===== src/sv/mosaic_block_average_assert.svh =====
// Assertion macros shared by the mosaic block averager RTL.
// Included by modules that carry concurrent checks; no other dependencies.
`ifndef MOSAIC_BLOCK_AVERAGE_ASSERT_SVH
`define MOSAIC_BLOCK_AVERAGE_ASSERT_SVH

// Same-cycle implication, off during reset.
`define MBA_ASSERT_NOW(label, clk, rst, cond, check) \
  label: assert property (@(posedge clk) disable iff (rst) (cond) |-> (check)) \
    else $error("mosaic block average check failed");

// Next-cycle implication, off during reset.
`define MBA_ASSERT_NEXT(label, clk, rst, cond, check) \
  label: assert property (@(posedge clk) disable iff (rst) (cond) |=> (check)) \
    else $error("mosaic block average check failed");

`endif


===== src/sv/mba_pkg.sv =====
// Shared types and constants for the mosaic block averager.
// No dependencies; imported by every module of the block.
`timescale 1ns / 1ps
`default_nettype none

package mba_pkg;

  localparam int MAX_LINE_PIXELS = 1024;
  localparam int MAX_BLOCK_SIDE  = 64;
  localparam int MAX_LINES       = 4096;

  localparam int CHAN_W  = 8;
  localparam int SUM_W   = 20;
  localparam int COL_W   = 10;
  localparam int LINE_W  = 12;
  localparam int INBLK_W = 6;
  localparam int IW_W    = 11;
  localparam int IH_W    = 13;
  localparam int BS_W    = 7;
  localparam int CFG_DATA_W = 13;
  localparam int CFG_IDX_W  = 2;

  localparam int MEM_DEPTH = MAX_LINE_PIXELS;
  localparam int MEM_AW    = $clog2(MEM_DEPTH);

  localparam int DIV_NUM_W = 22;
  localparam int DIV_DEN_W = 13;

  localparam logic [CHAN_W-1:0] CHAN_MAX = 8'hFF;

  typedef enum logic [CFG_IDX_W-1:0] {
    REG_IMAGE_WIDTH,
    REG_IMAGE_HEIGHT,
    REG_BLOCK_WIDTH,
    REG_BLOCK_HEIGHT
  } cfg_reg_t;

  typedef enum logic [3:0] {
    S_IDLE,
    S_DIVX,
    S_DIVY,
    S_MEM,
    S_UPD,
    S_GEO1,
    S_GEO2,
    S_GEO3,
    S_GEO4,
    S_PROD,
    S_TOT,
    S_DIVC,
    S_DONE
  } state_t;

  typedef struct packed {
    logic [CHAN_W-1:0] in_red;
    logic [CHAN_W-1:0] in_green;
    logic [CHAN_W-1:0] in_blue;
    logic              frame_start;
  } pix_t;

  typedef struct packed {
    logic [COL_W-1:0]  block_col;
    logic [LINE_W-1:0] block_row;
    logic [CHAN_W-1:0] avg_red;
    logic [CHAN_W-1:0] avg_green;
    logic [CHAN_W-1:0] avg_blue;
    logic              frame_last;
  } blk_t;

  // One block column entry: running sums and top-left color per channel.
  typedef struct packed {
    logic [2:0][SUM_W-1:0]  sums;
    logic [2:0][CHAN_W-1:0] corner;
  } entry_t;

  typedef struct packed {
    logic              en;
    logic [MEM_AW-1:0] addr;
  } mem_rd_t;

  typedef struct packed {
    logic              en;
    logic [MEM_AW-1:0] addr;
    entry_t            data;
  } mem_wr_t;

endpackage

`default_nettype wire


===== src/sv/mba_div.sv =====
// Restoring divider, one quotient bit per cycle.
// Shared by block index and average computation; uses mba_pkg.
`timescale 1ns / 1ps
`default_nettype none

module mba_div import mba_pkg::*; #(
  parameter int NUM_W = DIV_NUM_W,
  parameter int DEN_W = DIV_DEN_W
) (
  input  wire logic             clk,
  input  wire logic             rst,
  input  wire logic             start,
  input  wire logic [NUM_W-1:0] num,
  input  wire logic [DEN_W-1:0] den,
  output logic                  busy,
  output logic                  done,
  output logic [NUM_W-1:0]      quot
);

  localparam int CNT_W = $clog2(NUM_W);

  logic [CNT_W-1:0] cnt;
  logic [DEN_W-1:0] rem;
  logic [NUM_W-1:0] quo;
  logic [DEN_W-1:0] den_q;
  logic [DEN_W:0]   trial;
  logic [DEN_W:0]   diff;
  logic             ge;
  logic [DEN_W-1:0] rem_next;
  logic [NUM_W-1:0] quo_next;
  logic             last;

  // One trial subtraction per cycle
  always_comb begin
    trial    = {rem, quo[NUM_W-1]};
    ge       = trial >= {1'b0, den_q};
    diff     = trial - {1'b0, den_q};
    rem_next = ge ? diff[DEN_W-1:0] : trial[DEN_W-1:0];
    quo_next = {quo[NUM_W-2:0], ge};
    last     = cnt == CNT_W'(NUM_W - 1);
  end

  assign done = busy && last;
  assign quot = quo_next;

  // Control
  always_ff @(posedge clk) begin
    if (rst) begin
      busy <= 1'b0;
      cnt  <= '0;
    end else if (start && !busy) begin
      busy <= 1'b1;
      cnt  <= '0;
    end else if (busy) begin
      cnt <= cnt + CNT_W'(1);
      if (last) begin
        busy <= 1'b0;
      end
    end
  end

  // Datapath
  always_ff @(posedge clk) begin
    if (start && !busy) begin
      quo   <= num;
      rem   <= '0;
      den_q <= den;
    end else if (busy) begin
      quo <= quo_next;
      rem <= rem_next;
    end
  end

endmodule

`default_nettype wire

===== config.mk =====
export PLATFORM = sky130hd
export DESIGN_NAME = mba_div
export DESIGN_NICKNAME = d
export VERILOG_FILES = /design/src/sv/mosaic_block_average_assert.svh /design/src/sv/mba_pkg.sv /design/src/sv/mba_div.sv
export SDC_FILE = /design/constraint.sdc
export NUM_CORES = 1
export LEC_CHECK = 0
export BUFFER_PORTS_ARGS = -buffer_cell sky130_fd_sc_hd__buf_2
export CORE_MARGIN = 2
export CORE_UTILIZATION = 55
export DETAILED_ROUTE_END_ITERATION = 8
export PLACE_DENSITY = 0.77
export SLEW_MARGIN = 0
export SYNTH_ARGS = -nofsm -noshare
export SYNTH_HDL_FRONTEND = slang
export SYNTH_SLANG_ARGS = --single-unit

===== constraint.sdc =====
create_clock -name clk -period 3.2 [get_ports clk]
set_clock_uncertainty 0.2 [all_clocks]
set_input_delay 0.32 -clock clk [delete_from_list [all_inputs] [get_ports clk]]
set_output_delay 0.32 -clock clk [all_outputs]
set_load 0.03 [all_outputs]

# After elaboration in Yosys (flattened, before gate mapping)
# Cells that the tools add are included.
# classes
addsub	2
multipliers	0
n_div	0
n_lt_le_gt_ge	1
n_eq_ne	1
shift	0
n_mux	6
n_bitwise	0
n_reduce_logical	5
# op_table
operator	n
22-bit two-way mux	2
14-bit by 13-bit greater-or-equal comparator with 1-bit output	1
13-bit two-way mux	1
13-bit subtractor	1
5-bit by 1-bit adder with 5-bit output, second input constant	1
5-bit == test, second input constant	1
1-bit two-way mux	3
1-bit logical AND	2
2-bit nonzero test	1
2-bit OR reduction	1
1-bit zero test	1
# word_totals
regBits	54
latch_bits	0
ramBits	0
mem_bits_ro	0
input_bits	38
output_inout_bits	24
wordCells	20
mem_count	0

# Depth between registers and ports, before layout
# Gate-level depths: netlist (run 1).
# logic_depth
ltp_word	4
ltp_mapped	11
ltp_nobuf	10

# Worst setup path before layout (run 1)
# Ideal clock, no wire load.
# synth_timing
path_type	register -> output
startpoint	register quo[21]
endpoint	output quot[0]
arrival_time_ns	2.101
slack_ns	0.579
stages_incl_launch_ff	11
n_path_buf	2
cell_sequence	edfxtp_1 > inv_1 > ha_1 > inv_1 > fa_1 > a211oi_2 > o31ai_4 > a31oi_1 > o21ai_2 > buf_2 > buf_4
# synth_between
elab_chain_cells	1
# synth_lines
item	line	source
start: declaration	mba_div.sv:24	logic [NUM_W-1:0] quo;
start signal: assignment	mba_div.sv:65	quo <= num;
start signal: assignment	mba_div.sv:69	quo <= quo_next;
14-bit by 13-bit greater-or-equal comparator with 1-bit output	mba_div.sv:36	ge = trial >= {1'b0, den_q};
end: declaration	mba_div.sv:17	output logic [NUM_W-1:0] quot
# No other way between the ends.

# Worst setup path after layout (run 1)
# Same ends and word-level chain as after synthesis.

==> results.yml, run 1 <==
global_route:
  grt_max_degree: 31
  grt_pass1_vias: 2040
  grt_pass1_wl_um: 9380
  antenna_found_initial: 0
  grt_usage: 0.195
  grt_overflow_total: 0
floorplanning:
  die_h_um: 77.5
  rows: 26
  start_util: 0.575
  fp.dieArea_mm2: 0.00601
  ioPinCount: 62
  die_w_um: 77.5
  core_area_mm2: 0.00517
cts:
  htree_levels: 2
  cts_tree: "built"
  clk_transition_reported_paths_ns: 0.09
  clkLatencyLatePin_ns: 0.30
  root_buffer: "clkbuf_8"
  cts_made_buffers: 5
  cts_num_sinks: 54
  cts_buffer_depth: 2
timing:
  worstMarginPinSlew_ns: 0.477
  setup_tns_ns: 0
  maxSlewViolCount: 0
  finalCritPeriodShare: 0.953
  slew_headroom: 0.681
  fmax_mhz: 328
  fin_crit_ns: 3.05
  setup_viol: 0
  finalHoldViolations: 0
  rsz0062_at_grt: "no"
critical_path:
  crit_required_ns: 2.68
  cp_num_buf_inv: 3
  critPathLaunchType: "register"
  endpoint_kind: "primary output"
  cp_top_family: "compound AO/OA/AOI/OAI gates"
  critPathKind: "register to primary output"
  crit_path_top_delay_cell: "fa_1"
  cp_max_fo: 14
  crit_path_frequent_cell: "inv_1"
  cp_slowest_stage_delay_ns: 0.42
  crit_chain: "inv_1, ha_1, inv_1, fa_1, a211oi_2, o31ai_4, a31oi_2, o21ai_4, buf_2"
  worstPathArrival_ns: 2.53
pwr:
  p_clk_frac: 0.159
  leakage_uw: 0.00145
  p_comb_frac: 0.439
  worst_ir_drop_vdd_v: 0.000359
  internal-power_uw: 1500
  p_sw_frac: 0.382
  p_per_area_mw_per_mm2: 704
  seqPwrFrac: 0.403
  power_switching_uw: 928
yosys:
  synthTopCellsByArea: "edfxtp_1 (35%), dfxtp_1 (13%), mux2_2 (8.3%), ha_1 (6.3%), buf_4 (5.6%)"
  avgSynthCellArea_um2: 11.1
  synth_enable_flop_cells: 35
  synth_warnings: 0
  synth_top_area_cell: "edfxtp_1"
  async_flop_share: 0
  ys_ff_latch: 54
  seq_area_frac_synth: 0.481
  synth_nets: 322
  synth.most_common_cell: "edfxtp_1"
  synthFlopType: "edfxtp_1"
  yosysTopAreaCellShare: 0.353
  synthCells: 268
  yosysUniqueCellTypes: 46
  syn_area_mm2: 0.00297
  synthTopCellsByCount: "edfxtp_1 (35), nand2_1 (32), buf_4 (22), mux2_2 (22), dfxtp_1 (19)"
detailed_routing:
  vias: 2094
  drc: 0
  drt_iter0_drc: 125
  via_per_inst: 5.29
  drtAntennaViolNets: 0
  wl_um: 5600
  drt-pass1-iter-count: 4
  detail_route.wl_per_cell_um: 14.1
cells_and_area:
  finish.utilization: 0.667
  postLayoutCellArea_mm2: 0.00345
  drive_above_1_share: 0.325
  nets: 379
  syn_to_final_growth_pct: 16.0
  seqCellArea_mm2: 0.00143
  multi_input_area_mm2: 0.00128
  antennaDiodeCount: 0
  fillers: 393
placement:
  gp_congestion: 0.827
  dpl-instance-area_mm2: 0.00322
  hpwl_um: 3950
  io_buffers: 61
worst_hold_path:
  hold_path.class: "input pin to register"
run:
  max-cap-violations: 0
outcome:
  status: "completed"
==> cell usage in the layout (no fill, tap or decap), types with 6 or more instances in the layout <==
cell,Yosys,final
dlygate4sd3_1,0,13
clkbuf_8,0,6
ha_1,15,15
edfxtp_1,35,35
dfxtp_1,19,19
buf_4,22,7
xor2_1,8,8
nor3_1,7,7
o211ai_1,7,7
buf_2,4,61
a21oi_1,7,7
nand3_1,8,8
mux2_2,22,22
nor2_1,7,7
nand2_1,32,32
inv_1,18,18
==> layer usage <==
metal,share of wire,GRT usage,wire [µm]
met1,0.45,0.262,2500
met4,0.010,0.0518,57
met3,0.060,0.0512,336
met2,0.48,0.316,2710
met5,0,0,0
==> path summary, 6_finish.rpt <==
check | start | end | slack [ns] | cells after the start
min reg2reg | rem[12]$_SDFFE_PP0P_ | rem[12]$_SDFFE_PP0P_ | 0.29 | 2
max | quo[21]$_DFFE_PP_ | quot[0] | 0.15 | 9
max reg2reg | quo[21]$_DFFE_PP_ | rem[0]$_SDFFE_PP0P_ | 0.39 | 11
min | rst | cnt[3]$_SDFFE_PP0P_ | 0.07 | 2
==> what timing repair did <==
item                                    in CTS  in global routing
gates resized for setup                      0                  2
hold endpoints to repair                    13                  0
setup buffers                                0                  0
endpoints found under the setup margin       0                  1
hold buffers                                13                  0
==> metrics by stage <==
stage	setup WS [ns]	hold slack [ns]	total power, µW	instances
after floorplan	0.579	0.197	1870	268
after global placement	0.436	0.262	2000	375
after detailed placement	0.346	0.264	2010	375
after CTS	0.0418	0.0549	2420	396
after global routing	0.0158	0.0649	2600	396
final	0.150	0.0657	2430	396
==> layout make-up <==
class                      instances  area share
sequential                        54       0.415
multi-input combinational        165       0.373
timing repair buffer              81       0.141
clock buffer                       8      0.0261
tap                               70      0.0254
inverter                          18      0.0196
==> registers in the layout, indices dropped and copies added (netlist names) <==
name	count
rem	13
quo	22
cnt	5
busy	1
den_q	13
==> power groups by stage <==
| stage | Combinational [µW] | Sequential (µW) | Clock [µW] |
|---|---|---|---|
| 5_1_grt | 1180 | 995 | 427 |
| 3_3_place_gp | 1010 | 987 | 0 |
| 2_1_floorplan | 901 | 966 | 0 |
| 4_1_cts | 1040 | 977 | 399 |
| 6_report | 1070 | 978 | 386 |
| 3_5_place_dp | 1020 | 989 | 0 |
==> cell families (layout without fill, tap and decap cells) <==
group                    after synthesis  count (layout)  synth area share
AND/OR/NAND/NOR                       68              68             0.107
flip-flops                            54              54             0.481
buffers and inverters                 49             107            0.0938
AO/OA/AOI/OAI                         44              44             0.118
multiplexers                          25              25            0.0942
adder cells (fa/ha/maj)               16              16            0.0698
XOR/XNOR                              12              12            0.0353
Note: power is estimated with default switching activity, not from simulation.
==> run 2: changes to the inputs <==
==> constraint.sdc (replaced) <==
create_clock -name clk -period 3.31 [get_ports clk]
set_clock_uncertainty 0.2 [all_clocks]
set_input_delay 0.331 -clock clk [delete_from_list [all_inputs] [get_ports clk]]
set_output_delay 0.331 -clock clk [all_outputs]
set_load 0.03 [all_outputs]
==> results.yml, run 2 (synthesized netlist as in run 1, its figures left out) <==
outcome:
  status: "completed"
floorplanning:
  fp.dieArea_mm2: 0.00601
  rows: 26
  core_area_mm2: 0.00517
  ioPinCount: 62
  die_h_um: 77.5
  die_w_um: 77.5
  start_util: 0.575
timing:
  finalHoldViolations: 0
  setup_tns_ns: 0
  fmax_mhz: 324
  maxSlewViolCount: 0
  finalHoldWorstSlack_ns: 0.0638
  slew_headroom: 0.438
  worstMarginPinSlew_ns: 0.842
  rsz0062_at_grt: "no"
  fin_crit_ns: 3.09
  finalCritPeriodShare: 0.932
  setup_viol: 0
critical_path:
  cp_max_fo: 12
  r2r_setup_slack_ns: 0.40
  worstPathArrival_ns: 2.55
  critPathLaunchType: "register"
  endpoint_kind: "primary output"
  critPathKind: "register to primary output"
  crit_required_ns: 2.78
cells_and_area:
  final_common_cell: "buf_2"
  largestRegisters: "quo (22), den_q (13), rem (13)"
  nets: 378
  largest_reg_flops: 22
  drive_above_1_share: 0.326
  antennaDiodeCount: 0
  syn_to_final_growth_pct: 15.4
  layout_common_cells: "buf_2 (61), edfxtp_1 (35), nand2_1 (32)"
  largest_register: "quo"
cts:
  clk_transition_reported_paths_ns: 0.10
  clkLatencyLatePin_ns: 0.31
  cts_buffer_depth: 2
  cts_resized: 0
  cts_tree: "built"
  cts_num_sinks: 54
  root_buffer: "clkbuf_8"
  htree_levels: 2
  cts_made_buffers: 5
  hold_buffers: 13
  cts_setup_buffers: 0
global_route:
  grt_max_degree: 32
  grt_pass1_wl_um: 9450
  grt_pass1_vias: 2092
  grt_usage: 0.196
  grt_overflow_total: 0
  antenna_found_initial: 0
detailed_routing:
  wl_um: 5420
  vias: 2101
  drc: 0
  wl_met1_um: 2450
  routed-wl-met3_um: 370
  highest_layer: "met4"
  detail_route.wl_per_cell_um: 13.7
  drt_iter0_drc: 150
  wl_met2_um: 2510
  drt-pass1-iter-count: 4
  drtAntennaViolNets: 0
  via_per_inst: 5.32
run:
  max-cap-violations: 0
placement:
  io_buffers: 61
  hpwl_um: 3870
  gp_congestion: 0.841
pwr:
  finalPower_uw: 2360
  worst_ir_drop_vdd_v: 0.000364
  leakage_uw: 0.00145
  p_per_area_mw_per_mm2: 687
worst_hold_path:
  hold_path.class: "input pin to register"
## run 2: cell count changes in the layout (fill, tap and decap cells not counted), sizes merged
cell,change
inv,+1
buf,-1
clkinvlp,+1
clkinv,+1
clkbuf,-3
## run 2: power breakdown
group	leakage (µW)	internal, µW	switching, µW	total [µW]
Sequential	0.000501	858	85.8	944
Combinational	0.000901	424	602	1030
Clock	0.0000447	153	234	388
Total	0.00145	1440	922	2360
## run 2: routing by layer
metal | vias to the layer above | GRT usage
met4 | 0 | 0.0643
met2 | 67 | 0.317
li1 | 1055 | -
met3 | 8 | 0.0500
met1 | 971 | 0.259
met5 | - | 0
## run 2: stage by stage
stage / utilization / worst slack [ns] / cells / instance area, µm²
after global routing: 0.664 / 0.0422 / 395 / 3430
final: 0.664 / 0.225 / 395 / 3430
after detailed placement: 0.620 / 0.390 / 374 / 3210
after global placement: 0.620 / 0.499 / 374 / 3210
after CTS: 0.664 / 0.187 / 395 / 3430
after floorplan: - / 0.678 / 268 / 2970
## run 2: layout make-up
type / count / area [µm²]
clock inverter: 3 / 25.0
fill: 401 / 1740
multi-input combinational: 165 / 1270
timing repair buffer: 80 / 480
clock buffer: 5 / 68.8
tap: 70 / 87.6
sequential: 54 / 1430
inverter: 18 / 67.6
## run 2: worst paths after layout
path	cells past startpoint	startpoint	endpoint
setup / recovery	9	quo[21]$_DFFE_PP_	quot[0]
hold / removal	2	rst	cnt[4]$_SDFFE_PP0P_
setup reg to reg	10	quo[21]$_DFFE_PP_	quo[0]$_DFFE_PP_
hold reg to reg	2	rem[1]$_SDFFE_PP0P_	rem[1]$_SDFFE_PP0P_
## run 2: critical path: stages (launching register included)
cell	delay (ns)
edfxtp_1	0.37
inv_1	0.08
ha_1	0.17
inv_1	0.06
fa_1	0.42
a211oi_2	0.36
o31ai_4	0.13
a31oi_1	0.20
o21ai_2	0.22
buf_2	0.24
